--- src/sv/joystick_velocity_shaper_core_macros.svh ---
// assertion macros shared by the velocity shaper modules
// expects aclk and aresetn in the scope of every use
`ifndef JOYSTICK_VELOCITY_SHAPER_CORE_MACROS_SVH
`define JOYSTICK_VELOCITY_SHAPER_CORE_MACROS_SVH

// same-cycle implication, checked out of reset
`define JVS_ASSERT_NOW(label, ante, cons, msg) \
    label: assert property (@(posedge aclk) disable iff (!aresetn) (ante) |-> (cons)) \
        else $error(msg);

// next-cycle implication, checked out of reset
`define JVS_ASSERT_NEXT(label, ante, cons, msg) \
    label: assert property (@(posedge aclk) disable iff (!aresetn) (ante) |=> (cons)) \
        else $error(msg);

`endif

--- src/sv/jvs_pkg.sv ---
// shared types and constants for the joystick velocity shaper
// no dependencies
package jvs_pkg;

    localparam int AXIS_W  = 16;
    localparam int VEL_W   = 16;
    localparam int LIMIT_W = 15;
    localparam int DZ_W    = 15;
    localparam int STEP_W  = 12;
    localparam int BETA_W  = 16;
    localparam int CFG_IDX_W  = 8;
    localparam int CFG_DATA_W = 16;

    // register indexes on the config port
    localparam logic [CFG_IDX_W-1:0] REG_MODE           = 8'd0;
    localparam logic [CFG_IDX_W-1:0] REG_DEAD_ZONE_CONT = 8'd1;
    localparam logic [CFG_IDX_W-1:0] REG_DEAD_ZONE_STEP = 8'd2;
    localparam logic [CFG_IDX_W-1:0] REG_LIMIT_LIN      = 8'd3;
    localparam logic [CFG_IDX_W-1:0] REG_LIMIT_YAW      = 8'd4;
    localparam logic [CFG_IDX_W-1:0] REG_STEP_LIN       = 8'd5;
    localparam logic [CFG_IDX_W-1:0] REG_STEP_YAW       = 8'd6;
    localparam logic [CFG_IDX_W-1:0] REG_BETA           = 8'd7;

    // reset values
    localparam logic               MODE_RST           = 1'b0;
    localparam logic [DZ_W-1:0]    DEAD_ZONE_CONT_RST = 15'd328;
    localparam logic [DZ_W-1:0]    DEAD_ZONE_STEP_RST = 15'd32440;
    localparam logic [LIMIT_W-1:0] LIMIT_LIN_RST      = 15'd2048;
    localparam logic [LIMIT_W-1:0] LIMIT_YAW_RST      = 15'd2048;
    localparam logic [STEP_W-1:0]  STEP_LIN_RST       = 12'd41;
    localparam logic [STEP_W-1:0]  STEP_YAW_RST       = 12'd410;
    localparam logic [BETA_W-1:0]  BETA_RST           = 16'd122;

    // mode codes
    localparam logic MODE_CONT = 1'b0;
    localparam logic MODE_STEP = 1'b1;

    // request kinds
    localparam logic KIND_SAMPLE = 1'b0;
    localparam logic KIND_TICK   = 1'b1;

    // per-axis control from the top level
    typedef struct packed {
        logic               sample_en;
        logic               tick_en;
        logic               mode;
        logic [DZ_W-1:0]    dz_cont;
        logic [DZ_W-1:0]    dz_step;
        logic [LIMIT_W-1:0] limit;
        logic [STEP_W-1:0]  step;
        logic [BETA_W-1:0]  beta;
    } axis_ctrl_t;

endpackage

--- src/sv/jvs_axis.sv ---
// one velocity channel: target update from an axis sample and low-pass filter
// depends on jvs_pkg and joystick_velocity_shaper_core_macros.svh
`include "joystick_velocity_shaper_core_macros.svh"

module jvs_axis (
    input  logic                                aclk,
    input  logic                                aresetn,
    input  jvs_pkg::axis_ctrl_t                 ctrl,
    input  logic signed [jvs_pkg::AXIS_W-1:0]   axis,
    output logic signed [jvs_pkg::VEL_W-1:0]    vel_next
);
    import jvs_pkg::*;

    logic signed [VEL_W-1:0] target_reg, target_next;
    logic signed [VEL_W-1:0] filt_reg;

    // dead zone tests
    logic signed [AXIS_W:0] axis_ext;
    logic signed [AXIS_W:0] dzc, dzs;
    logic                   cont_hit, step_pos, step_neg;

    assign axis_ext = {axis[AXIS_W-1], axis};
    assign dzc      = $signed({2'b00, ctrl.dz_cont});
    assign dzs      = $signed({2'b00, ctrl.dz_step});
    assign cont_hit = (axis_ext >= dzc) || (axis_ext <= -dzc);
    assign step_pos = (axis_ext >= dzs);
    assign step_neg = (axis_ext <= -dzs);

    // continuous scaling, arithmetic shift gives floor
    logic signed [AXIS_W+LIMIT_W:0] scale_prod;
    logic signed [AXIS_W+LIMIT_W:0] scale_shr;

    assign scale_prod = axis * $signed({1'b0, ctrl.limit});
    assign scale_shr  = scale_prod >>> 15;

    // step with clamp
    logic signed [VEL_W+1:0] step_ext, lim_ext, lim_neg, step_sum;
    logic signed [VEL_W-1:0] step_res;

    assign step_ext = $signed({{(VEL_W+2-STEP_W){1'b0}}, ctrl.step});
    assign lim_ext  = $signed({{(VEL_W+2-LIMIT_W){1'b0}}, ctrl.limit});
    assign lim_neg  = -lim_ext;
    assign step_sum = {{2{target_reg[VEL_W-1]}}, target_reg}
                    + (step_pos ? step_ext : '0)
                    - (step_neg ? step_ext : '0);

    always_comb begin
        priority if (step_sum > lim_ext) begin
            step_res = lim_ext[VEL_W-1:0];
        end else if (step_sum < lim_neg) begin
            step_res = lim_neg[VEL_W-1:0];
        end else begin
            step_res = step_sum[VEL_W-1:0];
        end
    end

    always_comb begin
        target_next = target_reg;
        if (ctrl.sample_en) begin
            if (ctrl.mode == MODE_STEP) begin
                target_next = step_res;
            end else if (cont_hit) begin
                target_next = scale_shr[VEL_W-1:0];
            end
        end
    end

    // filter: f += ((65536 - beta) * (t - f)) >> 16
    logic signed [VEL_W:0]        diff;
    logic        [BETA_W:0]       gain;
    logic signed [VEL_W+BETA_W+1:0] filt_prod;
    logic signed [VEL_W+BETA_W+1:0] filt_shr;
    logic signed [VEL_W+1:0]      filt_sum;

    assign diff      = {target_reg[VEL_W-1], target_reg} - {filt_reg[VEL_W-1], filt_reg};
    assign gain      = {1'b1, {BETA_W{1'b0}}} - {1'b0, ctrl.beta};
    assign filt_prod = $signed({1'b0, gain}) * diff;
    assign filt_shr  = filt_prod >>> BETA_W;
    assign filt_sum  = {{2{filt_reg[VEL_W-1]}}, filt_reg} + filt_shr[VEL_W+1:0];
    assign vel_next  = filt_sum[VEL_W-1:0];

    always_ff @(posedge aclk) begin
        if (!aresetn) begin
            target_reg <= '0;
            filt_reg   <= '0;
        end else begin
            target_reg <= target_next;
            if (ctrl.tick_en) begin
                filt_reg <= vel_next;
            end
        end
    end

    `JVS_ASSERT_NEXT(a_step_clamped, ctrl.sample_en && ctrl.mode == MODE_STEP,
        target_reg <= $signed({1'b0, $past(ctrl.limit)})
        && target_reg >= -$signed({1'b0, $past(ctrl.limit)}),
        "step mode target outside limit")
    `JVS_ASSERT_NEXT(a_filt_hold, !ctrl.tick_en, $stable(filt_reg),
        "filtered value moved without a tick")
    `JVS_ASSERT_NEXT(a_target_hold, !ctrl.sample_en, $stable(target_reg),
        "target moved without a sample")

endmodule

--- config.mk ---
export PLATFORM = sky130hd
export DESIGN_NAME = jvs_axis
export DESIGN_NICKNAME = d
export VERILOG_FILES = /design/src/sv/jvs_pkg.sv /design/src/sv/jvs_axis.sv
export VERILOG_INCLUDE_DIRS = /design/src /design/src/sv
export SDC_FILE = /design/constraint.sdc
export NUM_CORES = 2
export LEC_CHECK = 0
export ABC_AREA = 0
export BUFFER_PORTS_ARGS = -buffer_cell sky130_fd_sc_hd__buf_2
export CORE_AREA = 2 2 255 257
export DETAILED_ROUTE_END_ITERATION = 8
export DIE_AREA = 0 0 257 259
export PLACE_DENSITY = 0.66
export SYNTH_ARGS = -nofsm -noshare
export SYNTH_HDL_FRONTEND = slang
export SYNTH_SLANG_ARGS = --single-unit
--- constraint.sdc ---
create_clock -name aclk -period 14.6 [get_ports aclk]
set_clock_uncertainty 0.2 [all_clocks]
set_input_delay 2.92 -clock aclk [delete_from_list [all_inputs] [get_ports aclk]]
set_output_delay 2.92 -clock aclk [all_outputs]
set_load 0.02 [all_outputs]
==> impl_results.md <==
* Yosys reg bits at 32
* Violated checks: setup timing
* Gp weighted congestion at just over 0.9
* GRT overflow at 0
* Layout cells sized above 1 at a little over a tenth
* CTS hold repair buffers at 0
* Net Count, Synth at 3945
* Vias per cell at between 5 and 6
* Synth Area in Adders at a little over half
* Post-Synthesis Mean Instance Area at 8.31 um^2
* CTS tree: built
* Pins over their slew limit at 0
* Largest family of logic cells by synthesized area: adder cells
* HP Class: reg2reg
* Crit. End Element: output port
* Slowest Stage Delay on Critical Path at about 560 ps
* Slew HR at about a fifth
* Initial Util at approximately 40%
* Period utilization at 103%
* GRT Util Overall at a little over a fifth
* Placed Cells at 4066
* FFs w/ async S/R, synth at 0%
* EDFF count, synth at 0
* Main synth FF type: dfxtp_1
* Tightest hold margin at about 330 ps
* Post-detail-place hpwl at ~58000 um
* Detailed-route via count at around 21000
* Simple-gate share of the synthesized area at between 15 and 20%
* Die area at between 60000 and 70000 um^2
* Critical Path RT at approximately 11000 ps
* Critical Path Slowest Stage Cell: fa_1
* Xor and xnor area share after synthesis at ~5.1%
* Setup ws final at -466 ps
* Post-synthesis mux area share at less than 1%
* First-pass GRT wire length at approximately 120000 um
* Vias in the first global route at around 22000
* Pre-CTS setup slack at -808 ps
* Crit-path max FO at 9
* Post-DR wirelength/cell at roughly 17 um
* Top cell type's share of synthesized area at between 30% and 40%
* Die width at roughly 260 um
* CTS Buffer Depth at 2
* Die height at roughly 260 um
* Final Setup Violations at 6
* CTS buffer count at 5
* Fin crit period at 15070 ps
* Critical path class: in2out
* Startpoint class of the critical path: input port
* Final hold viol count at 0
* DR pass1 iterations at 5
* Top post-synthesis cells by area: fa_1 38%, ha_1 16%, inv_1 10%
* Status: finished, violations left
* I/O Buffers at between 100 and 150
* Root buf cell: clkbuf_16
* RSZ-0062 raised after global routing: true
* Violation count after the first detailed-route iteration at between 1000 and 1500
* Clk_lat worst skew at ~290 ps
* Initial antenna violation count at 4
* Core area at roughly 64000 um^2
* Post-Route WL at around 70000 um
* Mapped Cells at slightly above 3000
* Largest area contributor in the netlist: fa_1
* Non-Filler Instances at between 4000 and 5000
* Yosys cell types at 68
* Syn. warnings at 0
* Num rows at 93
* Nets@finish at 4133
* Post-Syn Area at between 20000 and 30000 um^2
* I/O pins at 110
* DRC viols at 0
* FMAX at 0.0664 GHz
* Pin count of the biggest net entering global routing at 34
* Ant diodes at 0
* Clock sink count at 32
* Max-cap viol count at 0
* Post-DRT Antenna Nets at 0
* Worst EP arrival at ~12000 ps
* Final TNS setup at -1180 ps
* Commonest cells in the netlist: 671 x inv_1, 477 x fa_1, 369 x nand2_1
* Most common cell in the synthesized netlist: inv_1
* Most frequent CP cell: fa_1
* Actual slew at the worst max-slew pin at roughly 1200 ps
* H-Tree Depth at 2
* Clock-pin slew on the worst setup and hold paths at ~60 ps
* Compound-gate portion of the synthesized area at 9.22%
* Area added between synthesis and finish at 12.2%
* Sequential share of the synthesized area at about 2.5%
[metrics by stage]
stage | util, % | cell area, um^2
5_1_grt | 44.4 | 28400
6_report | 44.4 | 28400
2_1_floorplan | - | 25400
3_3_place_gp | 43.5 | 27800
3_5_place_dp | 43.5 | 27800
4_1_cts | 44.1 | 28200
[layout make-up]
type                       count  area [um^2]
sequential                    32          641
fill                        6319        35500
timing repair buffer         279         1900
inverter                     673         2530
multi-input combinational   2241        22100
clock inverter                 1         30.0
tap                          855         1070
clock buffer                   7          153
[worst paths after layout]
path                  from      endpoint  slack [ps]  depth (start not counted)
max                ctrl[3]  vel_next[15]        -470                         38
min           filt_reg[12]  filt_reg[12]         330                          2
max reg2reg  target_reg[0]  filt_reg[15]        4220                         39
min reg2reg   filt_reg[12]  filt_reg[12]         330                          2
[critical path, delay by kind of cell]
| kind | cells | cell delay, ps |
|---|---|---|
| adder cells (fa/ha/maj) | 8 | 3590 |
| XOR/XNOR | 4 | 680 |
| buffers and inverters | 12 | 1120 |
| AND/OR/NAND/NOR | 9 | 2430 |
| AO/OA/AOI/OAI | 5 | 1200 |
[placed cells by master (no fill, tap or decap), types with 9 or more instances in the layout]
master | Yosys | routed
and3_1 | 9 | 9
nand2b_1 | 14 | 14
nor2_1 | 200 | 200
o211ai_1 | 34 | 34
a21o_1 | 40 | 40
nor2b_1 | 35 | 34
or3_1 | 12 | 10
a21oi_1 | 81 | 75
a31oi_1 | 9 | 9
buf_2 | 2 | 101
buf_4 | 0 | 166
o21ai_0 | 57 | 53
buf_6 | 0 | 11
nand2_1 | 369 | 365
nor4_1 | 15 | 14
mux2i_1 | 14 | 14
nand3_1 | 41 | 41
xor2_1 | 43 | 41
dfxtp_1 | 32 | 32
a311oi_1 | 11 | 9
o31ai_1 | 12 | 11
and2_1 | 127 | 125
nor3_1 | 46 | 41
ha_1 | 330 | 329
nand4_1 | 32 | 32
o21a_1 | 33 | 33
a211oi_1 | 25 | 22
inv_1 | 671 | 667
xnor2_1 | 101 | 97
fa_1 | 477 | 473
[layer usage]
metal,global-route usage (%),share of wire [%],vias to the layer above
li1,-,-,9883
met1,29.4,44,10400
met2,36.0,46,658
met3,3.15,6.7,130
met4,5.91,3.1,6
met5,0,0.065,-
[logic make-up (layout without fill, tap and decap cells)]
group           after synthesis  count (layout)
simple gates                928             928
fa+ha+maj                   807             807
buf+inv                     771             960
compound gates              347             347
xor+xnor                    145             145
flops                        32              32
mux                          14              14
[what timing repair did]
| action | in CTS | in global routing |
|---|---|---|
| hold endpoints to repair | 0 | 0 |
| buffers inserted | 6 | 9 |
| pin swaps | 20 | 24 |
| gates resized for setup | 39 | 30 |
| setup endpoints to repair | 8 | 10 |
Power is left out: the tool's default activity adds up to more than one toggle a clock period on the data nets, which glitch-free logic cannot reach.
